$ cat config.mk
export PLATFORM = sky130hd
export DESIGN_NAME = pedestrian_crossing_light_controller
export DESIGN_NICKNAME = d
export VERILOG_FILES = /design/src/sv/pcl_pkg.sv /design/src/sv/pcl_cfg.sv /design/src/sv/pcl_core.sv /design/src/sv/pedestrian_crossing_light_controller.sv
export SDC_FILE = /design/constraint.sdc
export NUM_CORES = 1
export LEC_CHECK = 0
export BUFFER_PORTS_ARGS = -buffer_cell sky130_fd_sc_hd__buf_4
export CELL_PAD_IN_SITES_DETAIL_PLACEMENT = 1
export CELL_PAD_IN_SITES_GLOBAL_PLACEMENT = 2
export CORE_MARGIN = 4
export CORE_UTILIZATION = 33
export CTS_BUF_LIST = sky130_fd_sc_hd__clkbuf_4
export CTS_CLUSTER_SIZE = 8
export DETAILED_ROUTE_END_ITERATION = 8
export GPL_ROUTABILITY_DRIVEN = 0
export GPL_TIMING_DRIVEN = 0
export HOLD_SLACK_MARGIN = 0.1
export PLACE_DENSITY_LB_ADDON = 0.3
export SKIP_CTS_REPAIR_TIMING = 1
export SLEW_MARGIN = 20
export SYNTH_ARGS = -nofsm -noshare
export SYNTH_HDL_FRONTEND = slang
export SYNTH_HIERARCHICAL = 1
export SYNTH_SLANG_ARGS = --single-unit
$ cat constraint.sdc
create_clock -name clk -period 2.58 [get_ports clk]
set_clock_uncertainty 0.05 [all_clocks]
set_input_delay 0 -clock clk [delete_from_list [all_inputs] [get_ports clk]]
set_output_delay 0 -clock clk [all_outputs]
set_load 0.02 [all_outputs]
$ cat src/sv/pcl_pkg.sv
// ---------------------------------------------------------------------------
// pcl_pkg
// Shared types and constants for the pedestrian crossing light controller.
// ---------------------------------------------------------------------------
package pcl_pkg;

    localparam int unsigned ADDR_W = 5;
    localparam int unsigned DATA_W = 32;

    // Register indexes (byte address = 4 * index)
    localparam logic [2:0] REG_DAY_START   = 3'd0;
    localparam logic [2:0] REG_NIGHT_START = 3'd1;
    localparam logic [2:0] REG_YELLOW_STEP = 3'd2;
    localparam logic [2:0] REG_RED_STEP    = 3'd3;
    localparam logic [2:0] REG_FLASH_STEP  = 3'd4;
    localparam logic [2:0] REG_RESTORE_STEP = 3'd5;
    localparam logic [2:0] REG_END_STEP    = 3'd6;

    // Register reset values
    localparam logic [4:0] DAY_START_RST   = 5'd6;
    localparam logic [4:0] NIGHT_START_RST = 5'd18;
    localparam logic [5:0] YELLOW_STEP_RST = 6'd4;
    localparam logic [5:0] RED_STEP_RST    = 6'd8;
    localparam logic [5:0] FLASH_STEP_RST  = 6'd18;
    localparam logic [5:0] RESTORE_STEP_RST = 6'd24;
    localparam logic [5:0] END_STEP_RST    = 6'd26;

    // Clock of day
    localparam logic [4:0] HOUR_RST  = 5'd6;
    localparam logic [4:0] HOUR_LAST = 5'd23;

    localparam logic [5:0] MINUTE_OF_QUARTER [4] = '{6'd0, 6'd15, 6'd30, 6'd45};

    // Lamp codes: car {green, yellow, red}, walk {green, red}
    localparam logic [2:0] CAR_OFF    = 3'b000;
    localparam logic [2:0] CAR_RED    = 3'b001;
    localparam logic [2:0] CAR_YELLOW = 3'b010;
    localparam logic [2:0] CAR_GREEN  = 3'b100;
    localparam logic [1:0] WALK_OFF   = 2'b00;
    localparam logic [1:0] WALK_RED   = 2'b01;
    localparam logic [1:0] WALK_GREEN = 2'b10;

    typedef struct packed {
        logic [4:0] day_start_hour;
        logic [4:0] night_start_hour;
        logic [5:0] yellow_step;
        logic [5:0] red_step;
        logic [5:0] flash_step;
        logic [5:0] restore_step;
        logic [5:0] end_step;
    } cfg_t;

    typedef struct packed {
        logic       car_red;
        logic       car_yellow;
        logic       car_green;
        logic       walk_red;
        logic       walk_green;
        logic [4:0] shown_hour;
        logic [5:0] shown_minute;
    } res_t;

    typedef struct packed {
        logic       request;
        logic [5:0] phase;
    } seq_status_t;

endpackage

$ cat src/sv/pcl_cfg.sv
// ---------------------------------------------------------------------------
// pcl_cfg
// APB register file for the hour window and phase step settings.
// ---------------------------------------------------------------------------
module pcl_cfg
    import pcl_pkg::*;
(
    input  logic                clk,
    input  logic                rst_n,
    input  logic                psel,
    input  logic                penable,
    input  logic                pwrite,
    input  logic [ADDR_W-1:0]   paddr,
    input  logic [DATA_W-1:0]   pwdata,
    output logic [DATA_W-1:0]   prdata,
    output cfg_t                cfg
);

    cfg_t       cfg_reg;
    logic       wr_en;
    logic [2:0] reg_idx;

    assign wr_en   = psel && penable && pwrite;
    assign reg_idx = paddr[ADDR_W-1:2];
    assign cfg     = cfg_reg;

    always_ff @(posedge clk or negedge rst_n)
    begin
        if (!rst_n)
        begin
            cfg_reg.day_start_hour   <= DAY_START_RST;
            cfg_reg.night_start_hour <= NIGHT_START_RST;
            cfg_reg.yellow_step      <= YELLOW_STEP_RST;
            cfg_reg.red_step         <= RED_STEP_RST;
            cfg_reg.flash_step       <= FLASH_STEP_RST;
            cfg_reg.restore_step     <= RESTORE_STEP_RST;
            cfg_reg.end_step         <= END_STEP_RST;
        end
        else if (wr_en)
        begin
            case (reg_idx)
                REG_DAY_START:    cfg_reg.day_start_hour   <= pwdata[4:0];
                REG_NIGHT_START:  cfg_reg.night_start_hour <= pwdata[4:0];
                REG_YELLOW_STEP:  cfg_reg.yellow_step      <= pwdata[5:0];
                REG_RED_STEP:     cfg_reg.red_step         <= pwdata[5:0];
                REG_FLASH_STEP:   cfg_reg.flash_step       <= pwdata[5:0];
                REG_RESTORE_STEP: cfg_reg.restore_step     <= pwdata[5:0];
                REG_END_STEP:     cfg_reg.end_step         <= pwdata[5:0];
                default:          ;
            endcase
        end
    end

    always_comb
    begin
        prdata = '0;
        case (reg_idx)
            REG_DAY_START:    prdata = {27'd0, cfg_reg.day_start_hour};
            REG_NIGHT_START:  prdata = {27'd0, cfg_reg.night_start_hour};
            REG_YELLOW_STEP:  prdata = {26'd0, cfg_reg.yellow_step};
            REG_RED_STEP:     prdata = {26'd0, cfg_reg.red_step};
            REG_FLASH_STEP:   prdata = {26'd0, cfg_reg.flash_step};
            REG_RESTORE_STEP: prdata = {26'd0, cfg_reg.restore_step};
            REG_END_STEP:     prdata = {26'd0, cfg_reg.end_step};
            default:          prdata = '0;
        endcase
    end

endmodule

$ cat src/sv/pcl_core.sv
// ---------------------------------------------------------------------------
// pcl_core
// Controller state (clock, request, phase count, lamps) and its per-tick
// update logic. State moves only when step is high.
// ---------------------------------------------------------------------------
module pcl_core
    import pcl_pkg::*;
(
    input  logic        clk,
    input  logic        rst_n,
    input  cfg_t        cfg,
    input  logic        step,
    input  logic        button,
    output res_t        result,
    output seq_status_t status
);

    logic [4:0] hour_reg,    hour_next;
    logic [1:0] quarter_reg, quarter_next;
    logic       req_reg,     req_next;
    logic [5:0] phase_reg,   phase_next;
    logic [2:0] car_reg,     car_next;
    logic [1:0] walk_reg,    walk_next;

    logic       day;
    logic       req_set;

    // Walk red toggle: clears red if lit, otherwise shows red alone
    function automatic logic [1:0] walk_toggle(input logic [1:0] w);
        return w[0] ? {w[1], 1'b0} : WALK_RED;
    endfunction

    always_ff @(posedge clk or negedge rst_n)
    begin
        if (!rst_n)
        begin
            hour_reg    <= HOUR_RST;
            quarter_reg <= '0;
            req_reg     <= 1'b0;
            phase_reg   <= '0;
            car_reg     <= CAR_OFF;
            walk_reg    <= WALK_OFF;
        end
        else if (step)
        begin
            hour_reg    <= hour_next;
            quarter_reg <= quarter_next;
            req_reg     <= req_next;
            phase_reg   <= phase_next;
            car_reg     <= car_next;
            walk_reg    <= walk_next;
        end
    end

    always_comb
    begin
        day     = (hour_reg >= cfg.day_start_hour) && (hour_reg < cfg.night_start_hour);
        req_set = req_reg || (button && day);

        car_next   = car_reg;
        walk_next  = walk_reg;
        phase_next = phase_reg;

        if (!day)
        begin
            walk_next = walk_toggle(walk_reg);
            car_next  = car_reg[1] ? {car_reg[2], 1'b0, car_reg[0]} : CAR_YELLOW;
        end
        else if (!req_set)
        begin
            walk_next = WALK_RED;
            car_next  = CAR_GREEN;
        end

        if (req_set)
        begin
            if (phase_reg == cfg.end_step && phase_reg != cfg.yellow_step
                && phase_reg != cfg.red_step && phase_reg != cfg.flash_step
                && phase_reg != cfg.restore_step)
            begin
                phase_next = '0;
            end
            else
            begin
                if (phase_reg == cfg.yellow_step)
                begin
                    car_next = CAR_YELLOW;
                end
                else if (phase_reg == cfg.red_step)
                begin
                    car_next  = CAR_RED;
                    walk_next = WALK_GREEN;
                end
                else if (phase_reg == cfg.flash_step)
                begin
                    walk_next = WALK_RED;
                end
                else if (phase_reg == cfg.restore_step)
                begin
                    walk_next = WALK_RED;
                    car_next  = CAR_GREEN;
                end
                // flashing window between flash and restore steps
                if (phase_reg > cfg.flash_step && phase_reg < cfg.restore_step)
                begin
                    walk_next = walk_toggle(walk_next);
                end
                phase_next = phase_reg + 6'd1;
            end
        end

        req_next = req_set && (phase_next != '0);

        quarter_next = quarter_reg + 2'd1;
        hour_next    = hour_reg;
        if (quarter_next == '0)
        begin
            hour_next = (hour_reg >= HOUR_LAST) ? '0 : hour_reg + 5'd1;
        end

        result.car_red      = car_next[0];
        result.car_yellow   = car_next[1];
        result.car_green    = car_next[2];
        result.walk_red     = walk_next[0];
        result.walk_green   = walk_next[1];
        result.shown_hour   = hour_reg;
        result.shown_minute = MINUTE_OF_QUARTER[quarter_reg];
    end

    assign status.request = req_reg;
    assign status.phase   = phase_reg;

endmodule

$ cat src/sv/pedestrian_crossing_light_controller.sv
// ---------------------------------------------------------------------------
// pedestrian_crossing_light_controller
// Crossing light sequencer with a quarter-hour clock of day and APB setup.
// ---------------------------------------------------------------------------
// Each input item is one tick carrying the pedestrian button flag; each tick
// yields exactly one result item with the five lamp states and the time of
// day shown for that tick (before the clock moves on by 15 minutes). Items
// pass through an input register, then the state update logic, then a result
// register: out_valid is set as an item moves from the input to the result
// register, and one item is accepted every cycle while the output side keeps
// up. The per-tick state update (clock, request latch, phase count, lamps)
// is combinational and sets the one-item-per-cycle rate. in_stall rises only
// when both registers are full and the output is stalled. The APB registers
// set the daytime window and the phase counts of the crossing sequence; write
// them only while no item is in flight. pready is tied high.
// ---------------------------------------------------------------------------
module pedestrian_crossing_light_controller
    import pcl_pkg::*;
(
    input  logic                clk,
    input  logic                rst_n,
    // APB setup port
    input  logic                psel,
    input  logic                penable,
    input  logic                pwrite,
    input  logic [ADDR_W-1:0]   paddr,
    input  logic [DATA_W-1:0]   pwdata,
    output logic [DATA_W-1:0]   prdata,
    output logic                pready,
    // tick input
    input  logic                in_valid,
    output logic                in_stall,
    input  logic                button,
    // lamp / time output
    output logic                out_valid,
    input  logic                out_stall,
    output logic                car_red,
    output logic                car_yellow,
    output logic                car_green,
    output logic                walk_red,
    output logic                walk_green,
    output logic [4:0]          shown_hour,
    output logic [5:0]          shown_minute
);

    cfg_t        cfg;
    res_t        core_res;
    res_t        res_reg;
    seq_status_t seq_st;

    logic in_valid_reg;
    logic button_reg;
    logic out_valid_reg;
    logic out_free;     // result register can take a new item
    logic step;         // item in input register moves to result register
    logic in_take;

    assign pready = 1'b1;

    pcl_cfg u_cfg (
        .clk     (clk),
        .rst_n   (rst_n),
        .psel    (psel),
        .penable (penable),
        .pwrite  (pwrite),
        .paddr   (paddr),
        .pwdata  (pwdata),
        .prdata  (prdata),
        .cfg     (cfg)
    );

    // input side: hold while downstream is full and stalled
    assign out_free = !out_valid_reg || !out_stall;
    assign step     = in_valid_reg && out_free;
    assign in_stall = in_valid_reg && !out_free;
    assign in_take  = in_valid && !in_stall;

    always_ff @(posedge clk or negedge rst_n)
    begin
        if (!rst_n)
        begin
            in_valid_reg <= 1'b0;
        end
        else if (!in_stall)
        begin
            in_valid_reg <= in_valid;
        end
    end

    always_ff @(posedge clk)
    begin
        if (in_take)
        begin
            button_reg <= button;
        end
    end

    // tick processing: state advances once per item moved
    pcl_core u_core (
        .clk    (clk),
        .rst_n  (rst_n),
        .cfg    (cfg),
        .step   (step),
        .button (button_reg),
        .result (core_res),
        .status (seq_st)
    );

    // result register
    always_ff @(posedge clk or negedge rst_n)
    begin
        if (!rst_n)
        begin
            out_valid_reg <= 1'b0;
        end
        else if (out_free)
        begin
            out_valid_reg <= step;
        end
    end

    always_ff @(posedge clk)
    begin
        if (step)
        begin
            res_reg <= core_res;
        end
    end

    assign out_valid    = out_valid_reg;
    assign car_red      = res_reg.car_red;
    assign car_yellow   = res_reg.car_yellow;
    assign car_green    = res_reg.car_green;
    assign walk_red     = res_reg.walk_red;
    assign walk_green   = res_reg.walk_green;
    assign shown_hour   = res_reg.shown_hour;
    assign shown_minute = res_reg.shown_minute;

`ifndef ASSERT_OFF
    // a running phase count always belongs to a latched request
    a_phase_needs_request: assert property (@(posedge clk) disable iff (!rst_n)
        (seq_st.phase != '0) |-> seq_st.request)
        else $error("phase count running without a latched request");

    // car lamps never show two colors at once
    a_car_onehot: assert property (@(posedge clk) disable iff (!rst_n)
        out_valid |-> $onehot0({car_red, car_yellow, car_green}))
        else $error("more than one car lamp lit");

    // walk lamps never show both colors
    a_walk_exclusive: assert property (@(posedge clk) disable iff (!rst_n)
        out_valid |-> !(walk_red && walk_green))
        else $error("both walk lamps lit");

    // reported time is a valid quarter hour
    a_time_valid: assert property (@(posedge clk) disable iff (!rst_n)
        out_valid |-> (shown_hour <= HOUR_LAST) &&
            (shown_minute == 6'd0 || shown_minute == 6'd15 ||
             shown_minute == 6'd30 || shown_minute == 6'd45))
        else $error("reported time out of range");
`endif

endmodule
==> results.txt <==
status = finished clean
Max VDD drop = 0.401 mV
port bufs = 40
Max Fclk = 0.406 GHz
Routed Wire Length = 12,100 um
CORE AREA = 14,100 um^2
Detail Route Antenna Nets = 0
Post-Syn Instances = 453
clk sinks = 78
Top-Level Pins = 96
YS warnings = 6
max incr delay on CP = 0.57 ns
Setup violations, final = 0
Worst-Margin Slew = 0.802 ns
number of max-cap violations = 0
Tot Pwr = 5.34 mW
reg-to-reg critical path endpoint = u_core/car_reg[1]$_DFFE_PN0P_
setup TNS = 0 ns
fin area = 6040 um^2
critical path type = reg2reg
Mean Syn Cell Area = 10.7 um^2
CP startpoint = u_cfg/cfg[9]$_DFFE_PN1P_
CTS clk-pin slew, worst paths = 0.14 ns
CTS tree = yes
share of cells above drive strength 1 = 38.9%
Slowest cell on crit path = dfstp_2
first-pass GRT wire length = 19,200 um
die area = 16,700 um^2
synthesized area = 4840 um^2
CP Launch Type = register
final worst path period share = 95.6%
via count = 3,609
Cell Pwr Density = 884 nW/um^2
Critical Path Sink Type = register
Die Wd = 129 um
Iteration-0 DRC Markers = 133
fill count = 1,567
leak pwr = 2.78 nW
Reg2Reg Depth = 9
GR Overflow Total = 0
Final min period = 2.47 ns
Clock Latency Late Sink = 0.46 ns
Max FO, Critical Path = 3
pin count of the biggest net entering global routing = 62
DR pass1 iterations = 4
Total GRT Usage = 14.7%
Initial Util = 34.3%
Final Hold Vio Count = 0
vias per std cell = 4.87
root buffer cell = clkbuf_4
Arr. time, crit path = 2.78 ns
max reg flops = 40
Worst EP required = 2.90 ns
CTS Buffer Depth = 2
fin nets = 628
Die Y = 129 um
DRC = 0
cell row count = 43
slew margin rel. = 46.5%
worst reg-to-reg setup slack = 0.11 ns
R2R Path Start = u_cfg/cfg[9]$_DFFE_PN1P_
area grow syn2layout = 24.8%
antenna violations before repair = 0
max-slew violations = 0
Area after DPL = 5470 um^2
CTS Buf Count = 9
hpwl dp = 9110 um
vias in the first global route = 3,711
critical path, cell by cell = inv_1, ha_4, and4_4, nand3_2, nor2_2, o21a_1, nor3_1, o32a_1, mux2_2
CTS H-tree lvls = 3
HP Class = in2async
wire per inst = 16.3 um
ant diodes = 0
CP endpoint = u_core/car_reg[1]$_DFFE_PN0P_
-- layer usage --
metal / vias to the layer above / global-route usage, % / wire length [um]
met4: 0 / 5.37 / 278
met3: 19 / 3.17 / 381
met5: - / 0 / 0
li1: 1748 / - / -
met2: 60 / 24.4 / 6010
met1: 1782 / 18.9 / 5450
-- layout make-up --
type	instances	area (um^2)	share of cell area, %
clock buffers	10	75.1	1.24
plain buffers	46	322	5.32
flip-flops and latches	78	2060	34.0
inverters	31	116	1.93
clock inverters	6	62.6	1.04
repair buffers	68	552	9.14
well taps	180	225	3.73
multi-input cells	322	2630	43.6
-- critical path: cells and delay by family (launching register included) --
kind / cells / cell delay (ns)
flip-flops: 1 / 0.57
AND/OR/NAND/NOR: 4 / 0.64
adder cells (fa/ha/maj): 1 / 0.27
buffers and inverters: 1 / 0.08
multiplexers: 1 / 0.27
AO/OA/AOI/OAI: 2 / 0.50
-- metrics by stage --
stage | setup slack (ns) | hold WS [ns] | std cells | util (%)
6_report | 0.114 | 0.102 | 741 | 42.8
5_1_grt | -0.0154 | 0.107 | 741 | 42.8
4_1_cts | -0.501 | -0.433 | 715 | 39.8
3_5_place_dp | -0.479 | 0.0961 | 699 | 38.8
3_3_place_gp | -0.414 | 0.100 | 698 | 38.7
2_1_floorplan | 0.0551 | -0.346 | 478 | -
-- power breakdown --
group          switching [mW]  internal [mW]  leakage (nW)
Sequential              0.265           1.66         0.910
Combinational            1.42           1.24          1.79
Clock                   0.456          0.306        0.0805
-- cell usage in the layout, fill, tap and decap left out, types with 4 or more instances in the layout --
master	n
buf_4	85
dfrtp_1	46
mux2_2	45
inv_1	30
conb_1	27
nand2_1	26
ha_1	23
edfxtp_1	17
nor2_1	17
xor2_1	17
dlygate4sd3_1	15
dfstp_2	15
mux2i_1	14
a21oi_1	12
o21ai_0	12
clkbuf_4	10
buf_2	8
a31oi_1	8
nand3_1	8
xnor2_1	8
nand2b_1	6
nor2_2	5
and2_1	4
nor2b_1	4
or2_2	4
o21ai_1	4
ha_4	4
-- worst min-delay path by stage --
stage	startpoint	endpoint	slack [ns]	cells past startpoint
floorplan	rst_n	in_valid_reg$_DFFE_PN0N_	-0.35	0
global placement	rst_n	u_cfg/cfg[11]$_DFFE_PN0P_	0.10	1
detailed placement	rst_n	u_core/phase_reg[4]$_DFFE_PN0P_	0.1	1
CTS	rst_n	u_core/req_reg$_DFFE_PN0P_	-0.43	1
global route	pwrite	u_cfg/cfg[7]$_DFFE_PN0P_	0.11	4
finish	rst_n	u_cfg/cfg[19]$_DFFE_PN0P_	0.10	2
(Power assumes the default switching activity.)
